**config.mk**
```make
export PLATFORM = sky130hd
export DESIGN_NAME = cordic_sine_cosine_unit
export DESIGN_NICKNAME = d
export VERILOG_FILES = /design/src/sv/csc_pkg.sv /design/src/sv/csc_cell.sv /design/src/sv/csc_out.sv /design/src/sv/cordic_sine_cosine_unit.sv
export SDC_FILE = /design/constraint.sdc
export NUM_CORES = 2
export LEC_CHECK = 0
export BUFFER_PORTS_ARGS = -buffer_cell sky130_fd_sc_hd__buf_2
export CELL_PAD_IN_SITES_DETAIL_PLACEMENT = 2
export CELL_PAD_IN_SITES_GLOBAL_PLACEMENT = 2
export CORE_UTILIZATION = 35
export CTS_BUF_LIST = sky130_fd_sc_hd__clkbuf_8
export CTS_CLUSTER_DIAMETER = 30
export DETAILED_ROUTE_END_ITERATION = 10
export GPL_ROUTABILITY_DRIVEN = 0
export GPL_TIMING_DRIVEN = 0
export HOLD_SLACK_MARGIN = 0.03
export PLACE_DENSITY_LB_ADDON = 0.1
export SLEW_MARGIN = 20
export SYNTH_ARGS = -nofsm -noshare
export SYNTH_HDL_FRONTEND = slang
export SYNTH_HIERARCHICAL = 1
export SYNTH_SLANG_ARGS = --single-unit
export TNS_END_PERCENT = 20
```
**constraint.sdc**
```tcl
create_clock -name i_clk -period 7.2 [get_ports i_clk]
set_input_delay 0.36 -clock i_clk [delete_from_list [all_inputs] [get_ports i_clk]]
set_output_delay 0.36 -clock i_clk [all_outputs]
set_load 0.02 [all_outputs]
```
**src/sv/csc_pkg.sv**
```systemverilog
// Shared constants, arctangent table and start-vector helper for the CORDIC sine/cosine unit.
package csc_pkg;

    localparam int CSC_ROTATION_STEPS = 20;
    localparam int CSC_FRACTION_BITS  = 16;

    localparam int CSC_ANGLE_W = 24;
    localparam int CSC_OUT_W   = 18;
    // Residual angle: input range plus the sum of the table, one extra bit of margin.
    localparam int CSC_Z_W     = 26;
    // x and y stay below about 1.0 in magnitude; extra bits cover the sign and growth.
    localparam int CSC_XY_GUARD = 3;

    localparam int CSC_ATAN_LEN = 24;

    localparam longint CSC_START_GAIN_Q32 = 64'sd2608131496;
    localparam longint CSC_OUT_MIN = -64'sd131072;
    localparam longint CSC_OUT_MAX = 64'sd131071;

    typedef logic [CSC_Z_W-1:0] t_csc_atan_tab [CSC_ATAN_LEN];

    // atan(2^-i) in degrees, Q16
    localparam t_csc_atan_tab CSC_ATAN_DEG_Q16 = '{
        26'd2949120, 26'd1740967, 26'd919879, 26'd466945,
        26'd234379,  26'd117304,  26'd58666,  26'd29335,
        26'd14668,   26'd7334,    26'd3667,   26'd1833,
        26'd917,     26'd458,     26'd229,    26'd115,
        26'd57,      26'd29,      26'd14,     26'd7,
        26'd4,       26'd2,       26'd1,      26'd0
    };

    // Gain-compensated start x, rounded half up from the Q32 constant.
    function automatic longint csc_start_x(input int frac);
        longint drop;
        drop = 64'(32 - frac);
        return (CSC_START_GAIN_Q32 + (64'sd1 <<< (drop - 1))) >>> drop;
    endfunction

endpackage

```
**src/sv/csc_cell.sv**
```systemverilog
// One micro-rotation cell of the CORDIC chain, with its own pipeline register.
module csc_cell
    import csc_pkg::*;
#(
    parameter int FRACTION_BITS = CSC_FRACTION_BITS,
    parameter int STEP_IDX      = 0
) (
    input  logic                                       i_clk,
    input  logic                                       i_rst_n,
    input  logic                                       i_valid,
    output logic                                       o_stall,
    input  logic signed [FRACTION_BITS+CSC_XY_GUARD-1:0] i_x,
    input  logic signed [FRACTION_BITS+CSC_XY_GUARD-1:0] i_y,
    input  logic signed [CSC_Z_W-1:0]                  i_z,
    output logic                                       o_valid,
    input  logic                                       i_stall,
    output logic signed [FRACTION_BITS+CSC_XY_GUARD-1:0] o_x,
    output logic signed [FRACTION_BITS+CSC_XY_GUARD-1:0] o_y,
    output logic signed [CSC_Z_W-1:0]                  o_z
);

    localparam int XW = FRACTION_BITS + CSC_XY_GUARD;
    localparam logic signed [CSC_Z_W-1:0] ATAN = CSC_ATAN_DEG_Q16[STEP_IDX];

    logic                      r_valid;
    logic signed [XW-1:0]      r_x, r_y, n_x, n_y;
    logic signed [CSC_Z_W-1:0] r_z, n_z;
    logic signed [XW-1:0]      w_xs, w_ys;
    logic                      w_advance;

    assign w_xs = i_x >>> STEP_IDX;
    assign w_ys = i_y >>> STEP_IDX;

    // Negative residual turns clockwise; zero counts as positive.
    always_comb begin
        if (i_z[CSC_Z_W-1]) begin
            n_x = i_x + w_ys;
            n_y = i_y - w_xs;
            n_z = i_z + ATAN;
        end else begin
            n_x = i_x - w_ys;
            n_y = i_y + w_xs;
            n_z = i_z - ATAN;
        end
    end

    // Hold while a word sits here and the next cell is stalled.
    assign o_stall   = r_valid & i_stall;
    assign w_advance = ~o_stall;

    always_ff @(posedge i_clk) begin
        if (!i_rst_n) begin
            r_valid <= 1'b0;
        end else if (w_advance) begin
            r_valid <= i_valid;
        end
    end

    always_ff @(posedge i_clk) begin
        if (w_advance && i_valid) begin
            r_x <= n_x;
            r_y <= n_y;
            r_z <= n_z;
        end
    end

    assign o_valid = r_valid;
    assign o_x     = r_x;
    assign o_y     = r_y;
    assign o_z     = r_z;

endmodule

```
**src/sv/csc_out.sv**
```systemverilog
// Output register: converts x and y to Q1.16 with rounding and saturation.
module csc_out
    import csc_pkg::*;
#(
    parameter int FRACTION_BITS = CSC_FRACTION_BITS
) (
    input  logic                                       i_clk,
    input  logic                                       i_rst_n,
    input  logic                                       i_valid,
    output logic                                       o_stall,
    input  logic signed [FRACTION_BITS+CSC_XY_GUARD-1:0] i_x,
    input  logic signed [FRACTION_BITS+CSC_XY_GUARD-1:0] i_y,
    output logic                                       o_valid,
    input  logic                                       i_stall,
    output logic signed [CSC_OUT_W-1:0]                o_sine_value,
    output logic signed [CSC_OUT_W-1:0]                o_cosine_value
);

    localparam int XW     = FRACTION_BITS + CSC_XY_GUARD;
    localparam int EW     = XW + 9;
    localparam int SH_DN  = (FRACTION_BITS > 16) ? FRACTION_BITS - 16 : 0;
    localparam int SH_UP  = (FRACTION_BITS < 16) ? 16 - FRACTION_BITS : 0;
    localparam longint RND = (SH_DN > 0) ? (64'sd1 <<< (SH_DN - 1)) : 64'sd0;

    logic                        r_valid;
    logic signed [CSC_OUT_W-1:0] r_sin, r_cos;
    logic                        w_advance;

    function automatic logic signed [CSC_OUT_W-1:0] to_q16(input logic signed [XW-1:0] v);
        logic signed [EW-1:0] e;
        e = EW'(v);
        e = (e + EW'(RND)) >>> SH_DN;
        e = e <<< SH_UP;
        if (e < EW'(CSC_OUT_MIN)) begin
            e = EW'(CSC_OUT_MIN);
        end else if (e > EW'(CSC_OUT_MAX)) begin
            e = EW'(CSC_OUT_MAX);
        end
        return e[CSC_OUT_W-1:0];
    endfunction

    assign o_stall   = r_valid & i_stall;
    assign w_advance = ~o_stall;

    always_ff @(posedge i_clk) begin
        if (!i_rst_n) begin
            r_valid <= 1'b0;
        end else if (w_advance) begin
            r_valid <= i_valid;
        end
    end

    always_ff @(posedge i_clk) begin
        if (w_advance && i_valid) begin
            r_sin <= to_q16(i_y);
            r_cos <= to_q16(i_x);
        end
    end

    assign o_valid        = r_valid;
    assign o_sine_value   = r_sin;
    assign o_cosine_value = r_cos;

endmodule

```
**src/sv/cordic_sine_cosine_unit.sv**
```systemverilog
// Rotation-mode CORDIC sine and cosine of an angle in degrees.
// Pipeline: one register per micro-rotation cell, plus the rounding and saturation
// output register.
// Throughput: one word per cycle; every cell takes a new word each cycle unless stalled.
// Stall ripples back through cells that hold a word; empty cells keep filling.
// Reset (synchronous, active low) clears every valid bit; the data registers are not reset.
module cordic_sine_cosine_unit
    import csc_pkg::*;
#(
    parameter int ROTATION_STEPS = CSC_ROTATION_STEPS,
    parameter int FRACTION_BITS  = CSC_FRACTION_BITS
) (
    input  logic                         i_clk,
    input  logic                         i_rst_n,
    input  logic                         i_valid,
    output logic                         o_stall,
    input  logic signed [CSC_ANGLE_W-1:0] i_angle_deg,
    output logic                         o_valid,
    input  logic                         i_stall,
    output logic signed [CSC_OUT_W-1:0]  o_sine_value,
    output logic signed [CSC_OUT_W-1:0]  o_cosine_value
);

    localparam int XW     = FRACTION_BITS + CSC_XY_GUARD;
    localparam int NSTEPS = (ROTATION_STEPS < CSC_ATAN_LEN) ? ROTATION_STEPS : CSC_ATAN_LEN;

    logic                      w_valid [NSTEPS+1];
    logic                      w_stall [NSTEPS+1];
    logic signed [XW-1:0]      w_x     [NSTEPS+1];
    logic signed [XW-1:0]      w_y     [NSTEPS+1];
    logic signed [CSC_Z_W-1:0] w_z     [NSTEPS+1];

    assign w_valid[0] = i_valid;
    assign o_stall    = w_stall[0];
    assign w_x[0]     = XW'(csc_start_x(FRACTION_BITS));
    assign w_y[0]     = '0;
    assign w_z[0]     = CSC_Z_W'(i_angle_deg);

    for (genvar g = 0; g < NSTEPS; g++) begin : g_cell
        csc_cell #(
            .FRACTION_BITS (FRACTION_BITS),
            .STEP_IDX      (g)
        ) u_cell (
            .i_clk   (i_clk),
            .i_rst_n (i_rst_n),
            .i_valid (w_valid[g]),
            .o_stall (w_stall[g]),
            .i_x     (w_x[g]),
            .i_y     (w_y[g]),
            .i_z     (w_z[g]),
            .o_valid (w_valid[g+1]),
            .i_stall (w_stall[g+1]),
            .o_x     (w_x[g+1]),
            .o_y     (w_y[g+1]),
            .o_z     (w_z[g+1])
        );
    end

    csc_out #(
        .FRACTION_BITS (FRACTION_BITS)
    ) u_out (
        .i_clk          (i_clk),
        .i_rst_n        (i_rst_n),
        .i_valid        (w_valid[NSTEPS]),
        .o_stall        (w_stall[NSTEPS]),
        .i_x            (w_x[NSTEPS]),
        .i_y            (w_y[NSTEPS]),
        .o_valid        (o_valid),
        .i_stall        (i_stall),
        .o_sine_value   (o_sine_value),
        .o_cosine_value (o_cosine_value)
    );

endmodule
```
Word level (Yosys, flattened, before mapping)
Cells that the tools add are included.
{ "totals": {"inputBits": 28, "regBits": 1292, "word_cells": 322, "out_inout_bits": 38} }
{ "op_classes": {"bitwise": 42, "magnitude_cmp": 4, "reduce_logical": 21, "mux": 60, "add_sub_neg": 114} }
{ "op_table": {"columns": ["operator", "count"], "rows": [
  ["2-to-1 mux 19 bit", 39],
  ["2-to-1 mux 26 bit", 19],
  ["adder 19 x 1 -> 19 bit", 4],
  ["subtractor 19 x 1 -> 19 bit", 4],
  ["adder 19 x 10 -> 19 bit", 2],
  ["adder 19 x 11 -> 19 bit", 2],
  ["adder 19 x 12 -> 19 bit", 2],
  ["adder 19 x 13 -> 19 bit", 2],
  ["adder 19 x 14 -> 19 bit", 2],
  ["adder 19 x 15 -> 19 bit", 2],
  ["adder 19 x 16 -> 19 bit", 2],
  ["adder 19 x 17 -> 19 bit", 2],
  ["adder 19 x 2 -> 19 bit", 2],
  ["adder 19 x 3 -> 19 bit", 2],
  ["adder 19 x 4 -> 19 bit", 2],
  ["adder 19 x 5 -> 19 bit", 2],
  ["adder 19 x 6 -> 19 bit", 2],
  ["adder 19 x 7 -> 19 bit", 2],
  ["adder 19 x 8 -> 19 bit", 2],
  ["adder 19 x 9 -> 19 bit", 2],
  ["greater-than comparator 19 x 18 -> 1 bit, second input constant", 2],
  ["< comparator 19 x 18 -> 1 bit, second input constant", 2],
  ["subtractor 19 x 10 -> 19 bit", 2],
  ["subtractor 19 x 11 -> 19 bit", 2],
  ["60 further kinds", 135]
]} }

Logic depth before layout (Yosys ltp)
{ "logic_depth": {"depth_word": 23, "ltp_mapped": 22, "ltp_nobuf": 22} }

By module
Netlist, hierarchy kept.
{ "modules_own_cells": {"columns": ["module", "seq_area_each_um2", "area_per_inst_um2", "cells_per_inst", "n_inst"], "rows": [
  ["csc_cell at g_cell[3].u_cell", 1941.9, 5644.2, 594, 1],
  ["csc_cell at g_cell[1].u_cell", 1941.9, 5631.7, 582, 1],
  ["csc_cell at g_cell[4].u_cell", 1941.9, 5630.4, 583, 1],
  ["csc_cell at g_cell[2].u_cell", 1941.9, 5600.4, 566, 1],
  ["csc_cell at g_cell[6].u_cell", 1941.9, 5600.4, 581, 1],
  ["csc_cell at g_cell[14].u_cell", 1941.9, 5564.1, 585, 1],
  ["csc_cell at g_cell[5].u_cell", 1941.9, 5545.3, 583, 1],
  ["csc_cell at g_cell[12].u_cell", 1941.9, 5465.2, 555, 1],
  ["csc_cell at g_cell[7].u_cell", 1941.9, 5444.0, 560, 1],
  ["csc_cell at g_cell[9].u_cell", 1941.9, 5408.9, 545, 1],
  ["csc_cell at g_cell[15].u_cell", 1941.9, 5383.9, 540, 1],
  ["csc_cell at g_cell[13].u_cell", 1941.9, 5380.2, 549, 1],
  ["csc_cell at g_cell[8].u_cell", 1941.9, 5372.7, 539, 1],
  ["csc_cell at g_cell[11].u_cell", 1941.9, 5303.8, 536, 1],
  ["8 more rows", null, null, null, null]
]} }

Least setup slack after synthesis
OpenSTA, ideal clock, no wires.
{ "synth_timing": {"kind": "register -> register", "from": "register u_out.r_valid, in the netlist u_out/o_valid", "to": "register, netlist name g_cell[0].u_cell/o_x[10]", "setup_ns": 0.491, "t_required_ns": 6.709, "path_buffers": 0, "slack_ns": -0.060, "arrival_ns": 6.769, "path_stages_with_launch": 23, "period_less_slack_ns": 7.260, "path_cell_list": "dfxtp_1 > and2_1 > and2_1 > and2_1 > and2_1 > and2_1 > and2_1 > and2_1 > and2_1 > and2_1 > and2_1 > and2_1 > and2_1 > and2_1 > and2_1 > and2_1 > and2_1 > and2_1 > and2_1 > and2_1 > and2_1 > and2_1 > nor2b_1"} }
{ "synth_rtl": {"columns": ["element", "line", "text"], "rows": [
  ["start, declared", "csc_out.sv:25", "logic r_valid;"],
  ["start signal, assigned", "csc_out.sv:49", "r_valid <= i_valid;"]
]} }

==> key figures <==
Outcome
  – Status: finished, final reports clean

Placed design
  – Dpl hpwl: 265 mm
  – DP Area: 0.112 mm²
  – Buffers on Ports: 65

Worst hold path
  – Worst Hold Path Cells: 3
  – Worst hold path type: in -> reg

CTS
  – Reg clk slew, reported paths: 60 ps
  – # H-tree levels: 5
  – Skew-Pair Late Insertion Delay: 1030 ps
  – CTS Sinks: 1284
  – Largest buffer count on any clock path: 4
  – Root Buffer: clkbuf_8
  – CTS Buf Count: 360
  – CTS tree: yes

STA
  – Tcrit/Tclk final: 95.0%
  – Hold_ws: 284 ps
  – Fin crit period: 6840 ps
  – Fmax: 0.146 GHz
  – Setup violations, final: 0
  – Final Hold Vio Count: 0
  – Worst slew pin tran: 1130 ps
  – RSZ-0062 raised after global routing: no
  – Fin. max-slew vios: 0
  – Clock skew: 68.8 ps
  – Worst slew margin: 24.9%

Die
  – Initial Util: 35.2%
  – CORE AREA: 0.300 mm²
  – Die X: 551 µm
  – Die area: 0.304 mm²
  – Top Ports: 66
  – Cell row count: 201
  – Die H: 551 µm

Flow run
  – Max Cap Viol: 0

Routing
  – Post-Route WL: 332 mm
  – Via count: 85154
  – Vias per cell: 5.46
  – Wire per inst: 21.3 µm
  – Starting DRC count in detailed routing: 2743
  – DRC: 0
  – DRT Pass-1 Iters: 5
  – Antenna-violating nets left: 0

Synth
  – Post-synthesis cell count: 10702
  – Synthesized area: 0.106 mm²
  – Yosys Warn Count: 6
  – Syn avg cell area: 9.87 µm²

Cells and area
  – Layout Area Growth over Synthesis: 14.8%
  – Fin nets: 12637
  – Ratio of cells with drive above 1 in the final layout: 9.59%
  – Post-route design area: 0.121 mm²

GRT
  – Tot GR Track Use: 21.6%
  – Vias in the first global route: 95180
  – First-pass GRT wire length: 531 mm
  – Grt ovf: 0
  – Largest net degree at the start of global routing: 31
  – Initial antenna violation count: 4

Pwr
  – Leakage power: 48.2 nW
  – PwrDens: 207 mW/mm²
  – Maximum VDD drop: 0.168 mV

Setup path
  – Crit. End Element: output port
  – Worst reg2reg path depth: 23
  – WS Path Type: reg -> out
  – Worst endpoint required time: 6840 ps
  – Arr. time, crit path: 6480 ps
  – Worst-path maximum fanout: 3
  – Crit path launch type: flop
registers in the layout (all words and copies together), names as in the netlist:
register               flops
g_cell.u_cell/o_z        468
g_cell.u_cell/o_x        379
g_cell.u_cell/o_valid     20
u_out/o_sine_value        18
u_out/o_valid              1
g_cell.u_cell/o_y        380
u_out/o_cosine_value      18
report_power, final:
group | total [mW] | internal (mW) | switching [mW]
registers | 8.96 | 8.67 | 0.295
clock network | 11.4 | 7.18 | 4.19
logic | 4.72 | 1.93 | 2.79
final cells by class:
type | instances | area, µm²
Fill cell | 32225 | 179000
Multi-Input combinational cell | 8762 | 64700
Sequential cell | 1284 | 38300
Clock buffer | 369 | 5080
Tap cell | 3958 | 4950
Clock inverter | 300 | 3270
Inverter | 548 | 2060
Timing Repair Buffer | 156 | 1680
Buffer | 223 | 1140
Antenna cell | 2 | 5.00
placed cells by master (no fill, tap or decap), types with 165 or more instances in the layout:
cell type     n
o21a_1      165
edfxtp_1   1263
clkbuf_8    369
inv_1       562
a21oi_1    1044
xnor2_1     802
nand3_1     207
nand2_1     579
xor2_1      440
o21ai_0     459
a21o_1      422
ha_1       1216
nor2_1      792
nor3_1      232
metrics by stage:
stage | std cells | setup TNS (ps) | util (%) | power (mW) | worst slack (ps)
after CTS | 15600 | 0 | 40.4 | 25.4 | 11.5
after global placement | 14840 | -814860 | 37.1 | 13.6 | -1890
after floorplan | 10817 | 0 | - | 12.4 | 132
final | 15602 | 0 | 40.4 | 25.0 | 363
after detailed placement | 14881 | 0 | 37.5 | 13.7 | 373
after global routing | 15602 | 0 | 40.4 | 26.3 | 14.1
metal layers:
metal	vias to the layer above	wire, µm	share of wire [%]	track usage (%)
li1	41334	-	-	-
met1	42508	144000	43	25.6
met2	782	172000	52	40.4
met3	524	6610	2.0	2.06
met4	6	10100	3.0	6.86
met5	-	41	0.012	0
what timing repair did:
action / CTS / global route
hold buffers: 50 / 0
gates resized for setup: 8 / 4
endpoints found under the setup margin: 1 / 1
hold endpoints to repair: 159 / 0
setup buffers: 0 / 0
path summary, 6_finish.rpt:
check	from	endpoint	slack [ps]
max	u_out/o_valid	o_stall	360
min	i_angle_deg[16]	g_cell[0].u_cell/o_z[16]	280
max reg2reg	u_out/o_valid	g_cell[0].u_cell/o_x[2]	970
min reg2reg	g_cell[4].u_cell/o_z[0]	g_cell[5].u_cell/o_z[0]	400
critical path: stages (launching register included):
cell,delay (ps)
dfxtp_1,330
and2_1,210
and2_2,230
and2_2,240
and2_1,260
and2_2,230
and2_1,230
and2_1,240
and2_1,240
and2_1,240
and2_2,220
and2_4,220
and2_1,230
and2_1,250
and2_2,230
and2_2,210
and2_2,250
and2_1,250
and2_1,250
and2_1,250
and2_2,220
and2_4,220
buf_2,180
No activity file was read; power rests on OpenSTA's default activity.
